## config.mk

```make
export PLATFORM = sky130hd
export DESIGN_NAME = julia_escape_time_colorizer
export DESIGN_NICKNAME = d
export VERILOG_FILES = /design/src/rtl/jetc_pkg.sv /design/src/rtl/jetc_mul.sv /design/src/rtl/jetc_div.sv /design/src/rtl/julia_escape_time_colorizer.sv
export SDC_FILE = /design/constraint.sdc
export NUM_CORES = 2
export LEC_CHECK = 0
export ABC_AREA = 1
export BUFFER_PORTS_ARGS = -buffer_cell sky130_fd_sc_hd__buf_2
export CAP_MARGIN = 20
export CORE_MARGIN = 2
export CORE_UTILIZATION = 35
export CTS_CLUSTER_SIZE = 8
export DETAILED_ROUTE_END_ITERATION = 6
export PLACE_DENSITY = 0.46
export SLEW_MARGIN = 20
export SYNTH_ARGS = -nofsm -noshare
export SYNTH_HDL_FRONTEND = slang
export SYNTH_SLANG_ARGS = --single-unit
```

## constraint.sdc

```tcl
create_clock -name clk -period 11.5 [get_ports clk]
set_input_delay 0 -clock clk [delete_from_list [all_inputs] [get_ports clk]]
set_output_delay 0 -clock clk [all_outputs]
set_load 0.01 [all_outputs]
```

## src/rtl/jetc_pkg.sv

```systemverilog
`timescale 1ns / 1ps
// Shared constants, types and helper functions of the Julia escape-time colorizer.
package jetc_pkg;

  localparam int COORD_WIDTH = 32;
  localparam int ITER_WIDTH  = 16;
  localparam int FRAC_BITS   = COORD_WIDTH - 4;
  localparam int MUL_WIDTH   = (COORD_WIDTH < 30) ? 30 : COORD_WIDTH;
  localparam int PROD_WIDTH  = 2 * MUL_WIDTH;
  localparam int T_BITS      = 16;
  localparam int COLOR_WIDTH = 8;
  localparam int RED_SHIFT   = 32;
  localparam int GREEN_SHIFT = 32;
  localparam int BLUE_SHIFT  = 33;
  localparam int IN_WIDTH    = ((2 * COORD_WIDTH + 7) / 8) * 8;
  localparam int OUT_WIDTH   = ((3 * COLOR_WIDTH + ITER_WIDTH + 7) / 8) * 8;
  localparam int CFG_WIDTH   = (COORD_WIDTH > ITER_WIDTH) ? COORD_WIDTH : ITER_WIDTH;
  localparam int CFG_IDX_W   = 2;

  typedef logic signed [COORD_WIDTH-1:0] coord_t;
  typedef logic signed [MUL_WIDTH-1:0]   mul_op_t;
  typedef logic signed [PROD_WIDTH-1:0]  prod_t;
  typedef logic        [ITER_WIDTH-1:0]  iter_t;
  typedef logic        [T_BITS-1:0]      ratio_t;
  typedef logic        [T_BITS:0]        ratio_ext_t;
  typedef logic        [COLOR_WIDTH-1:0] color_t;

  localparam logic [CFG_IDX_W-1:0] REG_C_REAL = CFG_IDX_W'(0);
  localparam logic [CFG_IDX_W-1:0] REG_C_IMAG = CFG_IDX_W'(1);
  localparam logic [CFG_IDX_W-1:0] REG_LIMIT  = CFG_IDX_W'(2);

  localparam coord_t C_REAL_RST = COORD_WIDTH'(-64'sd187904819);
  localparam coord_t C_IMAG_RST = COORD_WIDTH'(64'sd72517838);
  localparam iter_t  LIMIT_RST  = ITER_WIDTH'(1000);

  localparam prod_t ESCAPE_LIMIT = PROD_WIDTH'(1) << (2 * FRAC_BITS + 2);
  localparam prod_t SAT_HI = {{(PROD_WIDTH-COORD_WIDTH+1){1'b0}}, {(COORD_WIDTH-1){1'b1}}};
  localparam prod_t SAT_LO = ~SAT_HI;

  localparam mul_op_t K_RED   = MUL_WIDTH'(2295);
  localparam mul_op_t K_GREEN = MUL_WIDTH'(3825);
  localparam mul_op_t K_BLUE  = MUL_WIDTH'(4335);

  // Clamps a wide update sum to the signed coordinate range.
  function automatic coord_t sat_coord(prod_t v);
    coord_t r;
    if (v > SAT_HI) begin
      r = SAT_HI[COORD_WIDTH-1:0];
    end else if (v < SAT_LO) begin
      r = SAT_LO[COORD_WIDTH-1:0];
    end else begin
      r = v[COORD_WIDTH-1:0];
    end
    return r;
  endfunction

endpackage

```

## src/rtl/jetc_mul.sv

```systemverilog
`timescale 1ns / 1ps
// Shared signed multiplier with a registered full-width product.
module jetc_mul (
  input  logic             clk,
  input  jetc_pkg::mul_op_t a,
  input  jetc_pkg::mul_op_t b,
  output jetc_pkg::prod_t   prod
);

  always_ff @(posedge clk) begin
    prod <= jetc_pkg::PROD_WIDTH'(a) * jetc_pkg::PROD_WIDTH'(b);
  end

endmodule

```

## src/rtl/jetc_div.sv

```systemverilog
`timescale 1ns / 1ps
// Restoring divider that forms the ratio count / limit one quotient bit per cycle.
module jetc_div (
  input  logic                   clk,
  input  logic                   rst,
  input  logic                   start,
  input  jetc_pkg::iter_t        num,
  input  jetc_pkg::iter_t        den,
  output logic                   done,
  output jetc_pkg::ratio_t       quot
);

  localparam int STEP_W = $clog2(jetc_pkg::T_BITS + 1);

  logic                           busy;
  logic [STEP_W-1:0]              steps;
  jetc_pkg::iter_t                rem;
  logic [jetc_pkg::ITER_WIDTH:0]  shifted;
  logic [jetc_pkg::ITER_WIDTH:0]  diff;
  logic                           fits;

  assign shifted = {rem, 1'b0};
  assign diff    = shifted - {1'b0, den};
  assign fits    = shifted >= {1'b0, den};

  always_ff @(posedge clk) begin
    if (rst) begin
      busy <= 1'b0;
      done <= 1'b0;
    end else begin
      done <= 1'b0;
      if (start) begin
        rem   <= num;
        quot  <= '0;
        steps <= STEP_W'(jetc_pkg::T_BITS);
        busy  <= 1'b1;
      end else if (busy) begin
        rem   <= fits ? diff[jetc_pkg::ITER_WIDTH-1:0] : shifted[jetc_pkg::ITER_WIDTH-1:0];
        quot  <= {quot[jetc_pkg::T_BITS-2:0], fits};
        steps <= steps - STEP_W'(1);
        if (steps == STEP_W'(1)) begin
          busy <= 1'b0;
          done <= 1'b1;
        end
      end
    end
  end

endmodule

```

## src/rtl/julia_escape_time_colorizer.sv

```systemverilog
`timescale 1ns / 1ps
// Top level of the Julia escape-time colorizer with its sequencer and output register.
//
// Each item on the s_axis channel is one starting point z0; the block iterates
// z = z^2 + c until |z|^2 exceeds 4 or the count reaches iteration_limit, then
// sends one item on the m_axis channel with the pixel color, the iteration count
// and, in tuser, the inside flag.
// All products go through one registered 32 x 32 multiplier. Each iteration
// steps through S_MXX (x*x), S_MYY (y*y), S_MXY (x*y) and S_TEST (the escape
// test and update). An escaped point then goes through the serial divider for
// count/limit and the palette products; an inside point skips both.
// s_axis_tready is high only while no point is in work; one point is handled
// at a time. A finished item sits in the output register, and the next point
// is taken while it waits; if the receiver stalls longer, the block holds its
// next result until the register is free.
// Configuration writes (c_real, c_imag, iteration_limit) take effect at once and
// belong between points. Reset is synchronous; it empties the output register
// and restores the default constant and limit.
module julia_escape_time_colorizer (
  input  logic                             clk,
  input  logic                             rst,
  input  logic                             s_axis_tvalid,
  output logic                             s_axis_tready,
  // start_real, start_imag
  input  logic [jetc_pkg::IN_WIDTH-1:0]    s_axis_tdata,
  output logic                             m_axis_tvalid,
  input  logic                             m_axis_tready,
  // red, green, blue, iterations
  output logic [jetc_pkg::OUT_WIDTH-1:0]   m_axis_tdata,
  // inside_res
  output logic                             m_axis_tuser,
  input  logic                             cfg_we,
  input  logic [jetc_pkg::CFG_IDX_W-1:0]   cfg_index,
  input  logic [jetc_pkg::CFG_WIDTH-1:0]   cfg_wdata
);

  typedef enum logic [4:0] {
    S_IDLE, S_MXX, S_MYY, S_MXY, S_TEST, S_DIV_GO, S_DIV_WAIT,
    S_TT, S_UT, S_UU, S_R1, S_G1, S_B1, S_R2, S_G2, S_B2, S_BL, S_PUSH
  } state_t;

  localparam int CW = jetc_pkg::COORD_WIDTH;
  localparam int MW = jetc_pkg::MUL_WIDTH;
  localparam int TB = jetc_pkg::T_BITS;

  state_t                  state;
  jetc_pkg::coord_t        x;
  jetc_pkg::coord_t        y;
  jetc_pkg::prod_t         xx;
  jetc_pkg::prod_t         esc_sum;
  jetc_pkg::prod_t         diff;
  jetc_pkg::iter_t         count;
  jetc_pkg::coord_t        c_real;
  jetc_pkg::coord_t        c_imag;
  jetc_pkg::iter_t         limit;
  jetc_pkg::ratio_t        t_r;
  jetc_pkg::ratio_ext_t    u;
  jetc_pkg::ratio_ext_t    tt;
  jetc_pkg::ratio_ext_t    ut;
  jetc_pkg::ratio_ext_t    uu;
  logic [MW-1:0]           tmp_r;
  logic [MW-1:0]           tmp_g;
  logic [MW-1:0]           tmp_b;
  jetc_pkg::color_t        red_w;
  jetc_pkg::color_t        green_w;
  jetc_pkg::color_t        blue_w;
  logic                    inside_w;
  jetc_pkg::mul_op_t       mul_a;
  jetc_pkg::mul_op_t       mul_b;
  jetc_pkg::prod_t         prod;
  logic                    div_start;
  logic                    div_done;
  jetc_pkg::ratio_t        div_quot;
  logic                    escape;
  logic                    stop;
  jetc_pkg::coord_t        x_next;
  jetc_pkg::coord_t        y_next;

  assign s_axis_tready = (state == S_IDLE);
  assign div_start     = (state == S_DIV_GO);
  assign u             = (TB+1)'(1) << TB;
  assign escape        = $unsigned(esc_sum) > $unsigned(jetc_pkg::ESCAPE_LIMIT);
  assign stop          = escape || (count >= limit);
  assign x_next = jetc_pkg::sat_coord((diff >>> jetc_pkg::FRAC_BITS)
                                      + jetc_pkg::PROD_WIDTH'(c_real));
  assign y_next = jetc_pkg::sat_coord((prod >>> (jetc_pkg::FRAC_BITS - 1))
                                      + jetc_pkg::PROD_WIDTH'(c_imag));

  always_comb begin
    mul_a = MW'(x);
    mul_b = MW'(x);
    case (state)
      S_MYY: begin
        mul_a = MW'(y);
        mul_b = MW'(y);
      end
      S_MXY: begin
        mul_a = MW'(x);
        mul_b = MW'(y);
      end
      S_TT: begin
        mul_a = $signed(MW'(t_r));
        mul_b = $signed(MW'(t_r));
      end
      S_UT: begin
        mul_a = $signed(MW'(u - (TB+1)'(t_r)));
        mul_b = $signed(MW'(t_r));
      end
      S_UU: begin
        mul_a = $signed(MW'(u - (TB+1)'(t_r)));
        mul_b = $signed(MW'(u - (TB+1)'(t_r)));
      end
      S_R1: begin
        mul_a = jetc_pkg::K_RED;
        mul_b = $signed(MW'(ut));
      end
      S_G1: begin
        mul_a = jetc_pkg::K_GREEN;
        mul_b = $signed(MW'(uu));
      end
      S_B1: begin
        mul_a = jetc_pkg::K_BLUE;
        mul_b = $signed(MW'(uu));
      end
      S_R2: begin
        mul_a = $signed(tmp_r);
        mul_b = $signed(MW'(tt));
      end
      S_G2: begin
        mul_a = $signed(tmp_g);
        mul_b = $signed(MW'(tt));
      end
      S_B2: begin
        mul_a = $signed(tmp_b);
        mul_b = $signed(MW'(ut));
      end
      default: begin
        mul_a = MW'(x);
        mul_b = MW'(x);
      end
    endcase
  end

  jetc_mul u_mul (
    .clk  (clk),
    .a    (mul_a),
    .b    (mul_b),
    .prod (prod)
  );

  jetc_div u_div (
    .clk   (clk),
    .rst   (rst),
    .start (div_start),
    .num   (count),
    .den   (limit),
    .done  (div_done),
    .quot  (div_quot)
  );

  always_ff @(posedge clk) begin
    if (rst) begin
      state         <= S_IDLE;
      m_axis_tvalid <= 1'b0;
      c_real        <= jetc_pkg::C_REAL_RST;
      c_imag        <= jetc_pkg::C_IMAG_RST;
      limit         <= jetc_pkg::LIMIT_RST;
    end else begin
      if (cfg_we) begin
        case (cfg_index)
          jetc_pkg::REG_C_REAL: c_real <= cfg_wdata[CW-1:0];
          jetc_pkg::REG_C_IMAG: c_imag <= cfg_wdata[CW-1:0];
          jetc_pkg::REG_LIMIT:  limit  <= cfg_wdata[jetc_pkg::ITER_WIDTH-1:0];
          default: ;
        endcase
      end

      if (m_axis_tready && (state != S_PUSH)) begin
        m_axis_tvalid <= 1'b0;
      end

      case (state)
        S_IDLE: begin
          if (s_axis_tvalid) begin
            x     <= s_axis_tdata[CW-1:0];
            y     <= s_axis_tdata[2*CW-1:CW];
            count <= '0;
            state <= S_MXX;
          end
        end
        S_MXX: state <= S_MYY;
        S_MYY: begin
          xx    <= prod;
          state <= S_MXY;
        end
        S_MXY: begin
          esc_sum <= xx + prod;
          diff    <= xx - prod;
          state   <= S_TEST;
        end
        S_TEST: begin
          if (stop) begin
            if (count == limit) begin
              inside_w <= 1'b1;
              red_w    <= '0;
              green_w  <= '0;
              blue_w   <= '0;
              state    <= S_PUSH;
            end else begin
              inside_w <= 1'b0;
              state    <= S_DIV_GO;
            end
          end else begin
            x     <= x_next;
            y     <= y_next;
            count <= count + jetc_pkg::ITER_WIDTH'(1);
            state <= S_MXX;
          end
        end
        S_DIV_GO: state <= S_DIV_WAIT;
        S_DIV_WAIT: begin
          if (div_done) begin
            t_r   <= div_quot;
            state <= S_TT;
          end
        end
        S_TT: state <= S_UT;
        S_UT: begin
          tt    <= prod[TB +: TB+1];
          state <= S_UU;
        end
        S_UU: begin
          ut    <= prod[TB +: TB+1];
          state <= S_R1;
        end
        S_R1: begin
          uu    <= prod[TB +: TB+1];
          state <= S_G1;
        end
        S_G1: begin
          tmp_r <= prod[MW-1:0];
          state <= S_B1;
        end
        S_B1: begin
          tmp_g <= prod[MW-1:0];
          state <= S_R2;
        end
        S_R2: begin
          tmp_b <= prod[MW-1:0];
          state <= S_G2;
        end
        S_G2: begin
          red_w <= prod[jetc_pkg::RED_SHIFT +: jetc_pkg::COLOR_WIDTH];
          state <= S_B2;
        end
        S_B2: begin
          green_w <= prod[jetc_pkg::GREEN_SHIFT +: jetc_pkg::COLOR_WIDTH];
          state   <= S_BL;
        end
        S_BL: begin
          blue_w <= prod[jetc_pkg::BLUE_SHIFT +: jetc_pkg::COLOR_WIDTH];
          state  <= S_PUSH;
        end
        S_PUSH: begin
          if (!m_axis_tvalid || m_axis_tready) begin
            m_axis_tdata  <= jetc_pkg::OUT_WIDTH'({count, blue_w, green_w, red_w});
            m_axis_tuser  <= inside_w;
            m_axis_tvalid <= 1'b1;
            state         <= S_IDLE;
          end
        end
        default: state <= S_IDLE;
      endcase
    end
  end

endmodule

```

### Yosys cells after proc, flatten, opt, wreduce, memory -nomap -nowiden

Cells that the tools add are included.

* bits in registers: 690
* latch bits: 0
* memory bits (writable): 0
* ROM bits: 0
* input port bits: 103
* output and inout bits: 43
* logic and storage cells: 153
* memories: 0

* add/sub/neg operators: 8
* $mul: 1
* div/mod/pow operators: 0
* magnitude comparators: 7
* equal/unequal tests: 28
* shift operators: 0
* mux-type cells: 39
* bitwise logic cells: 2
* reduce and logical (&&, ||, !) cells: 38

Operators with widths (number)
* 32-bit one-hot mux with 9 select lines: 1
* 32-bit 2-to-1 mux: 8
* 32-bit one-hot mux with 6 select lines: 1
* 32-bit one-hot mux with 2 select lines: 2
* 16-bit 2-to-1 mux: 6
* 5-bit one-hot mux with 18 select lines: 1
* 64-bit adder: 1
* 64-bit by 59-bit greater-than comparator with 1-bit output (second input constant): 1
* 32-bit by 32-bit multiplier with 64-bit output: 1
* 64-bit subtractor: 1
* 8-bit one-hot mux with 2 select lines: 3
* 5-bit by 4-bit equality test with 1-bit output (second input constant): 8
* 37-bit by 32-bit adder with 38-bit output: 1
* 38-bit by 32-bit greater-than comparator with 1-bit output (second input constant): 1
* 38-bit by 32-bit less-than comparator with 1-bit output (second input constant): 1
* 36-bit by 32-bit adder with 37-bit output: 1
* 37-bit by 32-bit greater-than comparator with 1-bit output (second input constant): 1
* 37-bit by 32-bit less-than comparator with 1-bit output (second input constant): 1
* 16-bit one-hot mux with 2 select lines: 1
* 5-bit 2-to-1 mux: 6
* 2-bit AND reduction: 12
* 5-bit by 3-bit equality test with 1-bit output (second input constant): 4
* 17-bit by 16-bit subtractor with 18-bit output (first input constant): 1
* 17-bit by 16-bit >= comparator with 1-bit output: 1
* 26 further kinds: 58

### Logic depth before layout (Yosys ltp)

* depth in word-level cells: 6
* mapped depth: 45
* mapped depth without buffers: 43

### Cells and area by module

A second synthesis with hierarchy kept.

* cells, all modules: 10028
* area total of the unflattened synthesis: 79130.9 µm²

Modules (own cells, without submodules)
* jetc_mul: instances 1, cells an instance 5191, area each 40498.8 µm², seq. area each 1281.2 µm²
* julia_escape_time_colorizer: instances 1, cells an instance 4432, area each 35665.5 µm², seq. area each 15925.3 µm²
* jetc_div: instances 1, cells an instance 405, area each 2966.6 µm², seq. area each 1151.1 µm²

### Worst setup path after synthesis

Ideal clock, no wire load.

* path kind: flip-flop to flip-flop
* from: register state[2]
* to: register u_mul.prod[62]
* library setup time: 112 ps
* data arrival time: 8448 ps
* data required time: 11388 ps
* setup slack: 2940 ps
* stages on the path, launching flop included: 38
* path buffers: 3
* clock period less this slack: 8560 ps
* path through: dfxtp_1 -> inv_1 -> nor2_1 -> nand2_1 -> inv_2 -> nor2_4 -> inv_2 -> nor4_4 -> inv_2 -> buf_2 -> buf_6 -> nand4_1 -> nand2_2 -> inv_2 -> buf_4 -> nand2_1 -> fa_1 -> inv_1 -> [... 2 more ...] -> fa_1 -> inv_1 -> fa_1 -> fa_1 -> fa_1 -> inv_1 -> fa_1 -> ha_1 -> a21oi_1 -> inv_1 -> a31oi_1 -> o21ai_0 -> a221oi_1 -> o21ai_0 -> nor2_1 -> nand2_1 -> nand2_1 -> nand2_1

* longest elaborated chain between the ends: 4
* elaborated cells between the ends (all ways): 20
* those cells by class: 1 x mul; 11 x eq/ne; 2 x mux; 6 x reduce/logical

RTL lines
* from (decl): line julia_escape_time_colorizer.sv:46 `state_t state;`
* from (signal assigned): line julia_escape_time_colorizer.sv:163 `state <= S_IDLE;`
* from (signal assigned): line julia_escape_time_colorizer.sv:188 `state <= S_MXX;`
* from (signal assigned): line julia_escape_time_colorizer.sv:191 `S_MXX: state <= S_MYY;`
* 5-bit by 4-bit equality test with 1-bit output (tied with other cells): line julia_escape_time_colorizer.sv:92 `case (state)`
* 2-bit OR reduction (no line)
* 32-bit one-hot mux with 9 select lines or 32-bit one-hot mux with 6 select lines (tied branches): line julia_escape_time_colorizer.sv:92
* 32-bit by 32-bit multiplier with 64-bit output (*): line jetc_mul.sv:11 `prod <= jetc_pkg::PROD_WIDTH'(a) * jetc_pkg::PROD_WIDTH'(b);`
* to (signal assigned): line jetc_mul.sv:11
* to (decl): line jetc_mul.sv:7 `output jetc_pkg::prod_t prod`

Mark *: on every way between the ends. The rest lies on a longest branch, timed or not.
A chain may end at the register's enable or synchronous reset.

### Worst setup path in the final report

* from: register state[4]
* to: register u_mul.prod[59]

Same word-level chain as after synthesis.

==> flow_summary.yaml <==
cts:
  htreeDepth: 3
  worstSkewPairLatency_ns: 0.74
  cts_buffer_depth: 3
  path_clk_slew_ns: 0.06
  cts-root-buf: "clkbuf_16"
  cts_buffers: 95
  numClockSinks: 662
  cts_tree: "built"
grt:
  grt_antenna_before_repair: 26
  grt_max_degree: 65
  use_met2_pct: 43.11
  grt_use_met3_pct: 5.224
  grtUsageTotal_pct: 29.69
  met1_usage_pct: 44.72
  grt_pass1_wl_um: 463500
  grt_pass1_vias: 63390
  overflow: 0
  busiest_layer: "met1"
route:
  antenna_left: 0
  drc: 0
  drt-total-wl_um: 325200
  drt_first_pass_iters: 6
  avgRoutedWirePerCell_um: 26.90
  drtIter0Drc: 6956
  detail_route.vias_per_cell: 5.282
  route.vias.total: 63870
hold_path:
  worstHoldStart: "cfg_wdata[28]"
  hp-class: "in -> reg"
synthesis:
  yosys_warnings: 0
  ys_types: 69
  muxShareOfSynthArea_pct: 0
  synth_top_cell_area_share_pct: 28.90
  synthesis.area_um2: 75220
  yosys.area_share.simple_pct: 17.55
  synth-xor-area-share_pct: 2.701
  synthAdderAreaFrac_pct: 35.87
  synth_area_leaders: "fa_1 (29%), edfxtp_1 (20%), inv_1 (8.9%)"
  syn_inst: 8920
  synth.ff_latch_count: 662
  syn_nets: 10530
  synth_compound_gate_area_share_pct: 8.758
  synth_edf_count: 510
  ys_async_sr_fraction_pct: 0
  synth.avg_cell_area_um2: 8.433
  yosysSeqAreaShare_pct: 24.41
  synthFlopType: "edfxtp_1"
  synth_top_family_by_area: "adder cells"
  yosysMostFrequentCell: "inv_1"
  synth_top_cell_by_area: "fa_1"
  ys_top_cells_by_count: "inv_1 (1792), nand2_1 (1784), fa_1 (1086)"
sta:
  setup_viol: 0
  min_period_over_period_pct: 97.67
  finalHoldViolations: 0
  slew_violations: 0
  setup_tns_ns: 0
  fin_skew_ns: 0.04723
  worstMarginPinSlew_ns: 1.205
  finalCriticalPeriod_ns: 11.23
  rsz0062_at_grt: "false"
  fmax_mhz: 89.03
  slew_headroom_pct: 19.59
setup_path:
  cp.required_ns: 12.15
  start_kind: "flip-flop"
  cp_common_cell: "fa_1"
  slowest_stage: "nor2_2"
  critPathLaunch: "state[4]"
  crit_arrival_ns: 11.88
  slowest_delay_ns: 0.79
  path_class: "reg -> reg"
  cp-end-kind: "flip-flop"
  crit_fanout: 20
  r2r_start: "state[4]"
floorplanning:
  die_x_um: 467.6
  dieHeight_um: 467.6
  start_util_pct: 35.12
  row_count: 170
  coreArea_um2: 214200
  dieArea_um2: 218600
  num_io_pins: 146
cells_and_area:
  fill_cells: 22130
  final_nets: 10780
  drive_above_1_share_pct: 5.837
  final_core_util_pct: 39.12
  final_cells: 12090
  area_growth_pct: 11.39
place:
  placed_cells_incl_taps: 11800
  hpwl_um: 269900
  portBuffers: 145
  gp_congestion: 1.008
outcome:
  outcome: "finished, final reports clean"
run:
  cap_violations: 0
placed cells by master (no fill, tap or decap), drive strengths merged, types with 55 or more instances in the layout:
| master | Yosys | layout |
|---|---|---|
| edfxtp | 510 | 510 |
| nand3 | 251 | 251 |
| nor2 | 1035 | 1035 |
| clkbuf | 181 | 166 |
| o21bai | 55 | 55 |
| dfxtp | 152 | 152 |
| o21ai | 320 | 320 |
| ha | 419 | 419 |
| nand2 | 1795 | 1795 |
| fa | 1086 | 1086 |
| nand4 | 61 | 61 |
| xnor2 | 56 | 56 |
| nor3 | 74 | 74 |
| xor2 | 176 | 176 |
| a21oi | 469 | 469 |
| dlygate4sd3 | 0 | 110 |
| buf | 93 | 318 |
| inv | 1819 | 1822 |
state kept, by name (all words and copies together) (netlist names), 17 cells and up:
register	flops
esc_sum	64
u_mul.prod	64
xx	64
m_axis_tdata	40
diff	36
c_imag	32
c_real	32
tmp_b	32
tmp_g	32
tmp_r	32
x	32
y	32
tt	17
ut	17
uu	17
cell families after synthesis:
kind of cell / Yosys count
compound gates: 1124
xor+xnor: 232
fa+ha+maj: 1505
buf+inv: 2107
flops: 662
simple gates: 3290
final timing paths:
check | slack, ns | to | cells after the start
max | 0.27 | u_mul.prod[59] | 33
min | 0.08 | c_imag[28] | 4
max reg2reg | 0.27 | u_mul.prod[59] | 33
min reg2reg | 0.41 | m_axis_tdata[17] | 0
per-layer routing:
| metal | wire length (um) | part of all wire [%] |
|---|---|---|
| met3 | 27680 | 8.5 |
| met4 | 10940 | 3.4 |
| met1 | 149600 | 46 |
| met5 | 162 | 0.050 |
| met2 | 136800 | 42 |
stage by stage:
step	cell area, um^2	setup WS, ns	hold WS, ns
floorplan	75220	2.940	0.1263
global placement	79800	0.1392	0.2443
detailed placement	79810	0.2482	0.2435
CTS	83770	0.1902	0.009018
global route	83780	0.01582	0.08049
finish	83790	0.2682	0.07592
worst max-delay path: cells and delay by family, from the launching register on:
kind,cells,cell delay (ns)
AOI/OAI and AO/OA,4,0.93
xor gates and xnor gates,1,0.17
adders and majority gates,9,4.65
buffers and inverters,7,1.97
DFF,1,0.38
and+or+nand+nor,12,3.03
final cells by class:
type | count | area, um^2 | share of cell area [%]
Inverter | 1833 | 6883 | 8.215
Antenna cell | 3 | 7.507 | 0.008960
Multi-Input combinational cell | 6151 | 48970 | 58.44
Sequential cell | 662 | 18360 | 21.91
Timing Repair Buffer | 428 | 3163 | 3.775
Clock inverter | 11 | 152.6 | 0.1822
Clock buffer | 166 | 2706 | 3.230
Tap cell | 2838 | 3551 | 4.238
what timing repair did:
| action | 4_1_cts | 5_1_grt |
|---|---|---|
| setup endpoints to repair | 0 | 6 |
| setup buffers | 0 | 0 |
| hold buffers | 110 | 0 |
| resized for setup | 0 | 2 |
| endpoints found under the hold margin | 165 | 0 |
Power is not shown: default switching activity piles up to over one toggle a cycle in this logic, so the estimate is an artifact.
